**src/hw/rtl/glzw_pkg.sv**
```systemverilog
// ----------------------------------------------------------------------------
// glzw_pkg
// Shared types and constants of the GIF LZW encoder core.
// ----------------------------------------------------------------------------
package glzw_pkg;

  localparam int MAX_CODES_DEF   = 4096;
  localparam int SYMBOL_BITS_DEF = 8;

  // code field width covers the largest dictionary
  localparam int CODE_W      = 12;
  localparam int WIDTH_W     = 4;
  localparam int EPOCH_W     = 10;
  localparam int NCODE       = 4;
  localparam int QUEUE_DEPTH = 4;

  localparam logic [3:0] MIN_SIZE_RESET = 4'd8;

  // one request from front to back: up to four codes, optional final flush
  typedef struct packed {
    logic [NCODE-1:0][CODE_W-1:0]  code;
    logic [NCODE-1:0][WIDTH_W-1:0] width;
    logic [2:0]                    count;
    logic                          flush;
  } emit_t;

  typedef struct packed {
    logic full;
    logic empty;
  } q_status_t;

  typedef enum logic [1:0] {
    FR_CLEAR,
    FR_RUN,
    FR_LOOK
  } front_state_t;

endpackage

```
**src/hw/rtl/glzw_if.sv**
```systemverilog


interface glzw_byte_if;
  logic       valid;
  logic       ready;
  logic [7:0] out_byte;
  logic       last_byte;

  modport source (output valid, output out_byte, output last_byte, input ready);
  modport sink   (input valid, input out_byte, input last_byte, output ready);
endinterface

```
**src/hw/rtl/glzw_back.sv**
```systemverilog
// ----------------------------------------------------------------------------
// glzw_back
// Bit packer: appends codes LSB first and hands out whole bytes; on a flush the last partial byte is padded with zeros.
// ----------------------------------------------------------------------------
module glzw_back (
  input  logic                clk,
  input  logic                rst,
  input  glzw_pkg::emit_t     head,
  input  glzw_pkg::q_status_t q_status,
  output logic                pop,
  glzw_byte_if.source         byte_out
);
  import glzw_pkg::*;

  localparam int ACC_W = CODE_W + 7;

  logic [ACC_W-1:0]  acc;
  logic [4:0]        cnt;
  logic [2:0]        k;
  logic              ovalid;
  logic [7:0]        obyte;
  logic              olast;

  logic              have;
  logic              left;
  logic              fin_flush;
  logic              byte_rdy;
  logic              load;
  logic [WIDTH_W-1:0] wsel;
  logic [CODE_W-1:0] code_m;

  assign have      = !q_status.empty;
  assign left      = have && (k < head.count);
  assign fin_flush = have && !left && head.flush;
  assign byte_rdy  = (cnt >= 5'd8) || (fin_flush && (cnt != 5'd0));
  assign load      = !ovalid || byte_out.ready;
  assign wsel      = head.width[k[1:0]];
  assign code_m    = head.code[k[1:0]] & ((CODE_W'(1) << wsel) - CODE_W'(1));
  assign pop       = have && !left && (head.flush ? (cnt == 5'd0) : (cnt < 5'd8));

  assign byte_out.valid     = ovalid;
  assign byte_out.out_byte  = obyte;
  assign byte_out.last_byte = olast;

  always_ff @(posedge clk) begin
    if (rst) begin
      acc    <= '0;
      cnt    <= '0;
      k      <= '0;
      ovalid <= 1'b0;
    end else begin
      if (load) begin
        ovalid <= byte_rdy;
      end
      if (load && byte_rdy) begin
        acc <= acc >> 8;
        cnt <= (cnt >= 5'd8) ? cnt - 5'd8 : 5'd0;
      end else if (left && (cnt < 5'd8)) begin
        acc <= acc | (ACC_W'(code_m) << cnt[2:0]);
        cnt <= cnt + 5'(wsel);
        k   <= k + 3'd1;
      end
      if (pop) begin
        k <= '0;
      end
    end
  end

  always_ff @(posedge clk) begin
    if (load && byte_rdy) begin
      obyte <= acc[7:0];
      olast <= fin_flush && (cnt <= 5'd8);
    end
  end

endmodule

```
**src/flat_wrapper.sv**
```systemverilog
// flat-port wrapper written by rule: the top's interface ports become plain ports
module glzw_back_flat import glzw_pkg::*;
  (clk, rst, head, q_status, pop, byte_out_valid, byte_out_out_byte, byte_out_last_byte, byte_out_ready);
  glzw_byte_if byte_out_i ();
  input  logic clk;
  input  logic rst;
  input  glzw_pkg::emit_t head;
  input  glzw_pkg::q_status_t q_status;
  output logic pop;
  output wire logic [$bits(byte_out_i.valid)-1:0] byte_out_valid;
  output wire logic [$bits(byte_out_i.out_byte)-1:0] byte_out_out_byte;
  output wire logic [$bits(byte_out_i.last_byte)-1:0] byte_out_last_byte;
  input wire logic [$bits(byte_out_i.ready)-1:0] byte_out_ready;
  assign byte_out_valid = byte_out_i.valid;
  assign byte_out_out_byte = byte_out_i.out_byte;
  assign byte_out_last_byte = byte_out_i.last_byte;
  assign byte_out_i.ready = byte_out_ready;
  glzw_back u_core (.clk(clk), .rst(rst), .head(head), .q_status(q_status), .pop(pop), .byte_out(byte_out_i));
endmodule
```
**config.mk**
```make
export PLATFORM = sky130hd
export DESIGN_NAME = glzw_back_flat
export DESIGN_NICKNAME = d
export VERILOG_FILES = /design/src/hw/rtl/glzw_pkg.sv /design/src/hw/rtl/glzw_if.sv /design/src/hw/rtl/glzw_back.sv /design/src/flat_wrapper.sv
export SDC_FILE = /design/constraint.sdc
export NUM_CORES = 1
export LEC_CHECK = 0
export ABC_AREA = 0
export BUFFER_PORTS_ARGS = -buffer_cell sky130_fd_sc_hd__clkbuf_2
export CAP_MARGIN = 25
export CORE_ASPECT_RATIO = 2
export CORE_MARGIN = 1
export CORE_UTILIZATION = 29
export CTS_CLUSTER_DIAMETER = 60
export DETAILED_ROUTE_END_ITERATION = 8
export GPL_ROUTABILITY_DRIVEN = 0
export SLEW_MARGIN = 10
export SYNTH_ARGS = -nofsm -noshare
export SYNTH_HDL_FRONTEND = slang
export SYNTH_SLANG_ARGS = --single-unit
```
**constraint.sdc**
```tcl
create_clock -name clk -period 4.71 [get_ports clk]
set_input_delay 0 -clock clk [delete_from_list [all_inputs] [get_ports clk]]
set_output_delay 0 -clock clk [all_outputs]
set_load 0.02 [all_outputs]
```
==> summary.txt <==
GRT
  • GR Util All Layers: 16.0%
  • Number of global-route vias before repair: 2732
  • Largest net degree at the start of global routing: 23
  • GR Overflow Total: 0
  • First-pass GRT wire length: 12800 um
  • Initial antenna violation count: 0

Clocking
  • Num CTS Buffers: 5
  • Clock transition at path regs: 50 ps
  • Setup bufs post-CTS: 0
  • TritonCTS clock tree: yes
  • CTS Sinks: 37
  • Max H-tree Level: 2
  • Clk buf depth: 2
  • Clk_lat worst skew: 280 ps
  • Root buf cell: clkbuf_16
  • CTS Hold Buffers Added: 0
  • Cts repair resizes: 0

Timing
  • RSZ-0062 raised after global routing: false
  • Final setup viols: 0
  • Final period util: 87.9%
  • Fmax: 241 MHz
  • Worst Skew: 3.95 ps
  • Worst slew pin tran: 799 ps
  • Final min period: 4140 ps
  • Slew Viols, Final: 0
  • Setup WS post-layout: 568 ps
  • Final Hold Vio Count: 0
  • Slew HR: 46.7%
  • Setup TNS: 0 ps

Die
  • Die X: 72.2 um
  • Starting density of the core: 30.3%
  • Die height: 142 um
  • # IOs: 84
  • Die footprint: 0.0103 mm2
  • Row count: 50
  • Core area: 0.00945 mm2

Pwr
  • LEAKAGE: 1.40 nW
  • Worst VDD drop: 0.185 mV
  • PwrDens: 594 mW/mm2

Synthesis
  • Adder-Cell Fraction of Synth Area: 4.20%
  • Cells after Synth: 319
  • Async set-reset flop share out of synthesis: 0%
  • Syn avg cell area: 8.96 um2
  • Synth Cell Area: 0.00286 mm2
  • EDFF count, synth: 9
  • Post-synthesis mux area share: 16.6%
  • Post-synth cell types: 66
  • Ys flop type: dfxtp_1
  • Yosys warnings: 0
  • Largest family of logic cells by synthesized area: compound AO/OA/AOI/OAI gates
  • Post-synthesis xor/xnor area fraction: 1.53%
  • Syn Nets: 401
  • Sequential element share of the synthesized area: 29.1%
  • Complex-gate fraction of the synthesized area: 23.6%
  • Simple-gate share of the synthesized area: 19.6%
  • Register bit total from synthesis: 37

Route
  • DR vias/cell: 5.31
  • WL met2: 4420 um
  • Routed len/inst: 15.0 um
  • ANT nets after route: 0
  • DRC Markers: 0
  • Drt first pass iters: 4
  • Vias: 2755
  • Top Metal Used: met4
  • Met3 Wirelength: 251 um
  • Initial DRC count: 141
  • Final WL: 7800 um
  • Met1 wire length: 2800 um

Final layout
  • Fin area: 0.00351 mm2
  • Most frequent cells in the layout: 82 x clkbuf_2, 40 x nand2_1, 36 x nor2_1
  • Antenna Cells: 0
  • Synthesis-to-layout area growth: 22.7%
  • Post-layout net count: 470
  • Layout cells sized above 1: 32.9%
  • Commonest non-fill, non-tap cell in the layout: clkbuf_2

Worst hold path
  • HP Class: in2reg

Run
  • Maxcap violations: 0

Run status
  • Run status: complete, no violations

Setup path
  • Critical Path Fanout Max: 15
  • Startpoint types: flop
  • Class of the most critical setup path: reg2reg
  • Required @ worst endpoint: 4910 ps
  • Crit path capture type: flop
  • Crit path DAT: 4340 ps

Placement
  • Pre-CTS WS: 622 ps
  • DP Area: 0.00333 mm2
  • DP HPWL: 6350 um
  • PortBufs: 82
## synthesized netlist by cell type, types with 6 or more instances
library cell | instances | share of area, %
o21ai_0 | 13 | 2.3
nand2_1 | 40 | 5.3
nor2_1 | 36 | 4.7
a31oi_1 | 9 | 2.0
dfxtp_1 | 28 | 20
ha_1 | 8 | 3.5
a21oi_1 | 20 | 3.5
nand3_1 | 12 | 2.1
inv_1 | 6 | 0.79
mux2i_1 | 8 | 2.8
o211ai_1 | 8 | 2.1
clkbuf_1 | 11 | 1.4
mux4_2 | 14 | 11
buf_2 | 9 | 1.6
edfxtp_1 | 9 | 9.5
## registers in the layout, summed over array words and instances, names as in the netlist
signal                     cells
u_core.k                       3
u_core.byte_out.last_byte      1
u_core.byte_out.out_byte       8
u_core.cnt                     5
u_core.byte_out.valid          1
u_core.acc                    19
## final cells by class
cell class	count	area, um2
multi-input cells	250	1870
inverters	9	33.8
flip-flops and latches	37	831
clock inverters	1	30.0
well taps	130	163
repair buffers	85	433
clock buffers	7	143
fillers	987	5940
## metrics by stage
step / util [%] / hold WS, ps / total power, mW / cells
after floorplan: - / 90.6 / 1.44 / 319
after global placement: 35.3 / 343 / 1.68 / 511
after detailed placement: 35.3 / 351 / 1.70 / 511
after CTS: 37.1 / 68.6 / 2.09 / 519
after global routing: 37.1 / 98.5 / 2.24 / 519
final: 37.1 / 68.7 / 2.08 / 519
## worst max-delay path: stages, from the launching register on
cell	delay (ps)
dfxtp_1	450
mux4_2	690
or2_1	400
or3_1	360
ha_1	360
or4b_2	670
a31oi_1	340
o211ai_1	170
a31oi_1	250
mux2i_1	130
a221oi_2	230
## where the power goes
part	internal [mW]	leakage, nW	switching (mW)	total (mW)
clock	0.264	0.0841	0.122	0.387
sequential	0.443	0.314	0.0995	0.543
combinational	0.464	1.00	0.689	1.15
## worst paths after layout
path	from	to	slack [ps]	depth (start not counted)
hold / removal	byte_out_ready	u_core.byte_out.valid	70	3
setup reg to reg	u_core.k[0]	u_core.acc[10]	570	10
hold reg to reg	u_core.acc[1]	u_core.byte_out.out_byte[1]	430	0
setup / recovery	u_core.k[0]	u_core.acc[10]	570	10
## layer usage
metal	global-route usage, %	vias to the layer above
met1	15.5	1301
met5	0	-
li1	-	1344
met3	1.42	21
met2	30.9	89
met4	10.0	0
## kinds of logic (layout without fill, tap and decap cells)
kind of cell / count (synthesis) / after routing
flip-flops: 37 / 37
adder cells (fa/ha/maj): 9 / 9
AO/OA/AOI/OAI: 91 / 91
XOR/XNOR: 5 / 5
AND/OR/NAND/NOR: 117 / 117
buffers and inverters: 32 / 102
multiplexers: 28 / 28
Note: power is estimated with default switching activity, not from simulation.
