File: src/hw/rtl/glzw_pkg.sv
// ----------------------------------------------------------------------------
// glzw_pkg
// Shared types and constants of the GIF LZW encoder core.
// ----------------------------------------------------------------------------
package glzw_pkg;

  localparam int MAX_CODES_DEF   = 4096;
  localparam int SYMBOL_BITS_DEF = 8;

  // code field width covers the largest dictionary
  localparam int CODE_W      = 12;
  localparam int WIDTH_W     = 4;
  localparam int EPOCH_W     = 10;
  localparam int NCODE       = 4;
  localparam int QUEUE_DEPTH = 4;

  localparam logic [3:0] MIN_SIZE_RESET = 4'd8;

  // one request from front to back: up to four codes, optional final flush
  typedef struct packed {
    logic [NCODE-1:0][CODE_W-1:0]  code;
    logic [NCODE-1:0][WIDTH_W-1:0] width;
    logic [2:0]                    count;
    logic                          flush;
  } emit_t;

  typedef struct packed {
    logic full;
    logic empty;
  } q_status_t;

  typedef enum logic [1:0] {
    FR_CLEAR,
    FR_RUN,
    FR_LOOK
  } front_state_t;

endpackage

File: src/hw/rtl/glzw_queue.sv
// ----------------------------------------------------------------------------
// glzw_queue
// Short FIFO of code requests between front and back.
// ----------------------------------------------------------------------------
module glzw_queue (
  input  logic                clk,
  input  logic                rst,
  input  logic                push,
  input  glzw_pkg::emit_t     push_entry,
  input  logic                pop,
  output glzw_pkg::emit_t     head,
  output glzw_pkg::q_status_t q_status
);
  import glzw_pkg::*;

  localparam int PTR_W = $clog2(QUEUE_DEPTH);

  emit_t            slots [QUEUE_DEPTH];
  logic [PTR_W-1:0] wr_ptr;
  logic [PTR_W-1:0] rd_ptr;
  logic [PTR_W:0]   fill;

  assign head           = slots[rd_ptr];
  assign q_status.full  = (fill == (PTR_W+1)'(QUEUE_DEPTH));
  assign q_status.empty = (fill == '0);

  always_ff @(posedge clk) begin
    if (push) begin
      slots[wr_ptr] <= push_entry;
    end
  end

  always_ff @(posedge clk) begin
    if (rst) begin
      wr_ptr <= '0;
      rd_ptr <= '0;
      fill   <= '0;
    end else begin
      if (push) begin
        wr_ptr <= wr_ptr + PTR_W'(1);
      end
      if (pop) begin
        rd_ptr <= rd_ptr + PTR_W'(1);
      end
      fill <= fill + (PTR_W+1)'(push) - (PTR_W+1)'(pop);
    end
  end

endmodule

File: config.mk
export PLATFORM = sky130hd
export DESIGN_NAME = glzw_queue
export DESIGN_NICKNAME = d
export VERILOG_FILES = /design/src/hw/rtl/glzw_pkg.sv /design/src/hw/rtl/glzw_queue.sv
export SDC_FILE = /design/constraint.sdc
export NUM_CORES = 1
export LEC_CHECK = 0
export BUFFER_PORTS_ARGS = -buffer_cell sky130_fd_sc_hd__buf_2
export CAP_MARGIN = 10
export CORE_MARGIN = 8
export CORE_UTILIZATION = 40
export CTS_BUF_LIST = sky130_fd_sc_hd__clkbuf_4 sky130_fd_sc_hd__clkbuf_8 sky130_fd_sc_hd__clkbuf_16
export DETAILED_ROUTE_END_ITERATION = 8
export MAX_ROUTING_LAYER = met4
export SYNTH_ARGS = -nofsm -noshare
export SYNTH_HDL_FRONTEND = slang
export SYNTH_SLANG_ARGS = --single-unit
File: constraint.sdc
create_clock -name clk -period 2.4 [get_ports clk]
set_input_delay 0.36 -clock clk [delete_from_list [all_inputs] [get_ports clk]]
set_output_delay 0.36 -clock clk [all_outputs]
set_load 0.01 [all_outputs]
==> impl_results.md, run 1 <==
* Share of Yosys cell area claimed by the top area cell type at 0.795
* FF+latch count, synth at 281
* Pwr Density at 896 nW/um^2
* Post-layout min period at 2280 ps
* Pin count of the biggest net entering global routing at 44
* Ys Warns at 0
* Outcome: finished clean
* Finished Cell Area at 12500 um^2
* Cell Area, Placed at 11500 um^2
* 1st-pass router iterations at 4
* Nets at 648
* Reg area at 8360 um^2
* RSZ-0062 raised after global routing: no
* Antenna-violating nets left at 0
* Commonest cells post-synth: 272 x edfxtp_1, 68 x mux4_2, 9 x dfxtp_1
* Cell Chain, Critical Path: buf_16, mux4_2, buf_2
* Post-synth EDFFs at 272
* Clock skew at 8.90 ps
* Total grt overflow at 0
* Asr flop ratio synth at 0
* HPWL after DPL at 12800 um
* Hold WS at 44.7 ps
* Type of the tightest min-delay check: in2reg
* Max-slew headroom at 0.755
* Vias per inst at 5.03
* Final Total Pwr at 11.2 mW
* Critical path fanouts, max at 26
* Fillers at 2012
* Worst-margin pin slew at 368 ps
* H-tree depth at 1
* Clock latency on the worst-skew pair at 530 ps
* Vias at 4640
* DRT iter0 DRCs at 277
* WL per Instance at 21.3 um
* Req. time, crit path at 2040 ps
* CTS sink count at 281
* Final setup vio count at 0
* CTS clk-pin slew, worst paths at 60 ps
* Worst Path Arrival at 1920 ps
* Critical Path Max Stage Delay at 560 ps
* Peak supply drop at 0.000686 V
* Total global-route track usage at 0.131
* Synth Net Count at 477
* Final WL at 19600 um
* Post-synthesis cell type count at 22
* First-pass GRT wire length at 30600 um
* Post-route setup TNS at 0 ps
* Main synth FF type: edfxtp_1
* Total of max-cap violations at 0
* # IOs at 142
* Core Box Area at 25200 um^2
* Syn_area_per_cell at 25.8 um^2
* Routability cong. at 0.735
* Area of the multi-input gates at 1780 um^2
* Maximum clock path buffer count at 3
* Post-route DRC violation count at 0
* Initial Util at 0.408
* Leak at 4.22 nW
* Slowest CP cell: mux4_2
* Fin. max-slew vios at 0
* Register area share after synthesis at 0.812
* Crit start category: flop
* Layout cells sized above 1 at 0.469
* Cell with the most instances after synthesis: edfxtp_1
* CTS Root Cell: clkbuf_16
* Critical path type: reg2out
* Die Y at 176 um
* Peak Freq at 0.438 GHz
* Dominant cell type by area after synthesis: edfxtp_1
* Synth Instances at 398
* Port bufs at 141
* Final hold vios at 0
* Critical Path End Type: output port
* Synthesis-to-layout area growth at 21.2%
* CTS Buf Count at 28
* Die W at 176 um
* TritonCTS clock tree: yes
* Final Cycle Share at 0.951
* Post-Syn Area at 10300 um^2
* Initial antenna violation count at 3
* Row cnt at 58
* Top post-synthesis cells by area: edfxtp_1 79%, mux4_2 15%, dfxtp_1 1.8%
* Vias in the first global route at 5321
* Die area at 31100 um^2
-- power by group --
group / leakage, nW / switching [mW] / internal [mW] / total (mW)
sequential: 2.57 / 0.0665 / 5.64 / 5.70
combinational: 1.18 / 0.562 / 0.519 / 1.08
clock: 0.465 / 1.71 / 2.66 / 4.37
-- cells by family after synthesis --
family                     after synthesis  share of synthesized area
xor gates and xnor gates                 3                    0.00402
AOI/OAI and AO/OA                        2                    0.00146
buffers and inverters                   22                     0.0155
DFF                                    281                      0.812
muxes                                   69                      0.150
and+or+nand+nor                         14                    0.00731
adders and majority gates                7                    0.00925
-- layout by cell type, fill, tap and decap left out --
master	count
edfxtp_1	272
buf_2	141
mux4_2	68
clkbuf_16	29
buf_4	9
dfxtp_1	7
inv_1	6
ha_1	6
clkinv_1	6
nor2_1	5
clkinv_2	5
buf_12	5
and2_4	4
bufinv_16	4
diode_2	3
clkbuf_4	3
nor2b_1	2
xnor2_1	2
dfxtp_4	2
clkinvlp_4	2
clkinv_4	2
buf_16	2
nor3_1	1
and3_1	1
a21bo_2	1
nand3b_1	1
a21oi_1	1
mux2i_1	1
xor3_1	1
fa_1	1
-- sequential cells by signal (all words and copies together), names as in the netlist, named ones only --
signal  flops
fill        3
slots     272
rd_ptr      2
wr_ptr      2
-- worst paths after layout --
path | depth (start not counted) | to | slack, ps | start
max | 3 | head[46] | 120 | flop
min | 1 | slots[2][58]$_DFFE_PP_ | 40 | push_entry[58]
max reg2reg | 7 | fill[2]$_SDFF_PP0_ | 620 | fill[0]$_SDFF_PP0_
min reg2reg | 2 | flop | 550 | rd_ptr[0]$_SDFFE_PP0P_
-- per-stage QoR --
step            util  worst slack [ps]  cells
6_report       0.495               118    923
5_1_grt        0.495              19.6    923
4_1_cts        0.494              62.4    920
3_5_place_dp   0.456               492    868
3_3_place_gp   0.456               508    868
2_1_floorplan      -               571    398
-- final cells by class --
cell class              count  area share
diodes                      3    0.000603
clock buffers              32      0.0601
clock inverters            19      0.0161
inverters                   6     0.00181
multi-input cells          95       0.143
flip-flops and latches    281       0.671
well taps                 330      0.0332
repair buffers            157      0.0746
-- critical path: cells and delay by family, from the launching register on --
family,cells,cell delay (ps)
mux,1,560
flops,1,410
buf+inv,2,380
-- metal layers --
metal,vias up,track usage,part of all wire
li1,2046,-,-
met1,2418,0.160,0.42
met2,143,0.216,0.50
met3,33,0.0346,0.065
met4,0,0.0311,0.018
met5,-,-,0
-- timing repair --
action                                  4_1_cts  5_1_grt
hold buffers                                  0        0
resized for setup                             2        0
endpoints found under the setup margin       60        0
setup buffers                                 1        0
Power figures use the tool's default switching activity.
==> inputs of run 2 (changes only) <==
--- a/config.mk
+++ b/config.mk
@@ -7,6 +7,7 @@
 export LEC_CHECK = 0
 export BUFFER_PORTS_ARGS = -buffer_cell sky130_fd_sc_hd__buf_2
 export CAP_MARGIN = 10
+export CORE_ASPECT_RATIO = 1.2
 export CORE_MARGIN = 8
 export CORE_UTILIZATION = 40
 export CTS_BUF_LIST = sky130_fd_sc_hd__clkbuf_4 sky130_fd_sc_hd__clkbuf_8 sky130_fd_sc_hd__clkbuf_16
==> run 2 against run 1 <==
  * Final cell count up 0.22%
  * Register-to-register slack about the same
  * Largest cell class unchanged
  * Flip-flop and latch count unchanged
  * Sequential power about the same
  * Largest power group unchanged
  * Power down 2.2%
==> impl_results.md, run 2 (synthesis gave the netlist of run 1 again) <==
* Routability cong. at 0.686 (was 0.735)
* Crit start category: flop (unchanged)
* Hold Path Cell Cnt at 1 (unchanged)
* Reg area at 8360 um^2 (unchanged)
* HPWL after DPL at 12400 um (was 12800 um)
* Pwr Density at 879 nW/um^2 (was 896 nW/um^2)
* Clock power share at 0.377 (was 0.392)
* Antenna-violating nets left at 0 (unchanged)
* Peak Freq at 0.440 GHz (was 0.438 GHz)
* Biggest regs: slots (272), fill (3) (unchanged)
* Combinational power share at 0.100 (was 0.097)
* Min-delay src: push_entry[20] (was push_entry[58])
* Post-place setup slack at 451 ps (was 492 ps)
* Switching power share of the total at 0.216 (was 0.210)
* Largest Register: slots (unchanged)
* TritonCTS clock tree: yes (unchanged)
* Largest register FFs at 272 (unchanged)
* Vias per inst at 5.01 (was 5.03)
* Type of the tightest min-delay check: in2reg (unchanged)
* DRT iter0 DRCs at 200 (was 277)
* CTS Buf Count at 28 (unchanged)
* Most frequent cells in the layout: 272 x edfxtp_1, 141 x buf_2, 68 x mux4_2 (unchanged)
* Synthesis-to-layout area growth at 20.8% (was 21.2%)
* Maximum clock path buffer count at 3 (unchanged)
* Total global-route track usage at 0.133 (was 0.131)
* R2R cell count at 7 (unchanged)
* Post-route setup TNS at 0 ps (unchanged)
* Critical Path End Type: output port (unchanged)
* Outcome: finished clean (unchanged)
* Commonest non-fill, non-tap cell in the layout: edfxtp_1 (unchanged)
* Final core occ at 0.489 (was 0.495)
* First-pass GRT wire length at 30500 um (was 30600 um)
* Row cnt at 64 (was 58)
* Clock skew at 10.3 ps (was 8.90 ps)
* Critical path fanouts, max at 20 (was 26)
* Total of max-cap violations at 0 (unchanged)
* Final setup vio count at 0 (unchanged)
* Area of the multi-input gates at 1780 um^2 (unchanged)
* Vias at 4630 (was 4640)
* Worst hold path endpoint: slots[0][20]$_DFFE_PP_ (was slots[2][58]$_DFFE_PP_)
* Layout cells sized above 1 at 0.465 (was 0.469)
* PostCTS Resize Cnt at 0 (was 2)
* # IOs at 142 (unchanged)
* Fin. max-slew vios at 0 (unchanged)
* Die W at 162 um (was 176 um)
* Final hold vios at 0 (unchanged)
* Vias in the first global route at 5249 (was 5321)
* Sequential share of power at 0.524 (was 0.511)
* Reg2reg setup slack at 610 ps (was 620 ps)
* Worst-margin pin slew at 488 ps (was 368 ps)
* WL per Instance at 21.8 um (was 21.3 um)
* Critical path type: reg2out (unchanged)
* Fillers at 2064 (was 2012)
* Initial antenna violation count at 3 (unchanged)
* CTS Root Cell: clkbuf_16 (unchanged)
* Worst Path Arrival at 1910 ps (was 1920 ps)
* Die area at 31100 um^2 (about the same)
* CTS sink count at 281 (unchanged)
* RSZ-0062 raised after global routing: no (unchanged)
* Post-route DRC violation count at 0 (unchanged)
* Core Box Area at 25400 um^2 (was 25200 um^2)
* H-tree depth at 1 (unchanged)
* Max-slew headroom at 0.675 (was 0.755)
* Cell Int Power at 8.55 mW (was 8.81 mW)
* Port bufs at 141 (unchanged)
* Nets at 650 (was 648)
* Final Cycle Share at 0.946 (was 0.951)
* PnR worst setup slack at 129 ps (was 118 ps)
* Die Y at 192 um (was 176 um)
* Total grt overflow at 0 (unchanged)
* Post-layout min period at 2270 ps (was 2280 ps)
* CTS clk-pin slew, worst paths at 60 ps (about the same)
* Leak at 4.20 nW (was 4.22 nW)
* Critical R2R Launch: fill[0]$_SDFF_PP0_ (unchanged)
* Reg-to-Reg End: fill[2]$_SDFF_PP0_ (unchanged)
* Req. time, crit path at 2040 ps (about the same)
* Sw power at 2.36 mW (was 2.34 mW)
* Final WL at 20100 um (was 19600 um)
* Peak supply drop at 0.000519 V (was 0.000686 V)
* 1st-pass router iterations at 4 (unchanged)
* Initial Util at 0.405 (was 0.408)
* Clock latency on the worst-skew pair at 520 ps (was 530 ps)
* Pin count of the biggest net entering global routing at 69 (was 44)
==> run 2: changes by cell type in the layout (fill, tap and decap cells not counted), moves of 2 or more <==
cell,before,now
bufinv_16,4,2
buf_16,2,0
inv_6,0,2
clkinv_2,5,3
buf_12,5,8
clkinv_1,6,10
==> run 2: power by group through the flow <==
stage	combinational (mW)	sequential, mW	clock [mW]
floorplan	0.656	5.79	0
global placement	1.07	5.82	0
detailed placement	1.09	5.84	0
CTS	1.13	5.72	4.22
global route	1.19	5.73	4.40
finish	1.09	5.71	4.11
==> run 2: cell type report <==
| type | instances | share of cell area |
|---|---|---|
| inverters | 6 | 0.00181 |
| diodes | 3 | 0.000605 |
| multi-input cells | 95 | 0.143 |
| flip-flops and latches | 281 | 0.673 |
| clock inverters | 20 | 0.0131 |
| clock buffers | 31 | 0.0583 |
| well taps | 330 | 0.0333 |
| repair buffers | 159 | 0.0764 |
==> run 2: worst max-delay path, cell delays in order (launching register included) <==
cell     delay [ps]
dfxtp_4         440
buf_12          230
mux4_2          540
buf_2           160
==> run 2: what timing repair did <==
item	in CTS	in global routing
hold buffers	0	0
setup buffers	5	0
setup endpoints to repair	67	0
==> run 2: routing by layer <==
metal  GRT usage  part of all wire
met1       0.157              0.40
met2       0.232              0.53
met3      0.0225             0.054
met4      0.0385             0.020
met5           -                 0
==> run 2: worst max path at each step <==
stage / from / endpoint / slack, ps
floorplan: wr_ptr[0]$_SDFFE_PP0P_ / slots[2][0]$_DFFE_PP_ / 570
global route: flop / head[52] / 30
global placement: flop / head[64] / 470
detailed placement: flop / head[64] / 450
CTS: flop / head[64] / 70
finish: flop / head[10] / 130
==> run 2: stage by stage <==
stage	total power, mW	cell area [um^2]	std cells	hold slack [ps]
6_report	10.9	12400	925	44.3
2_1_floorplan	6.44	10300	398	432
5_1_grt	11.3	12400	925	28.0
3_3_place_gp	6.89	11500	866	501
3_5_place_dp	6.93	11500	866	533
4_1_cts	11.1	12400	922	18.2
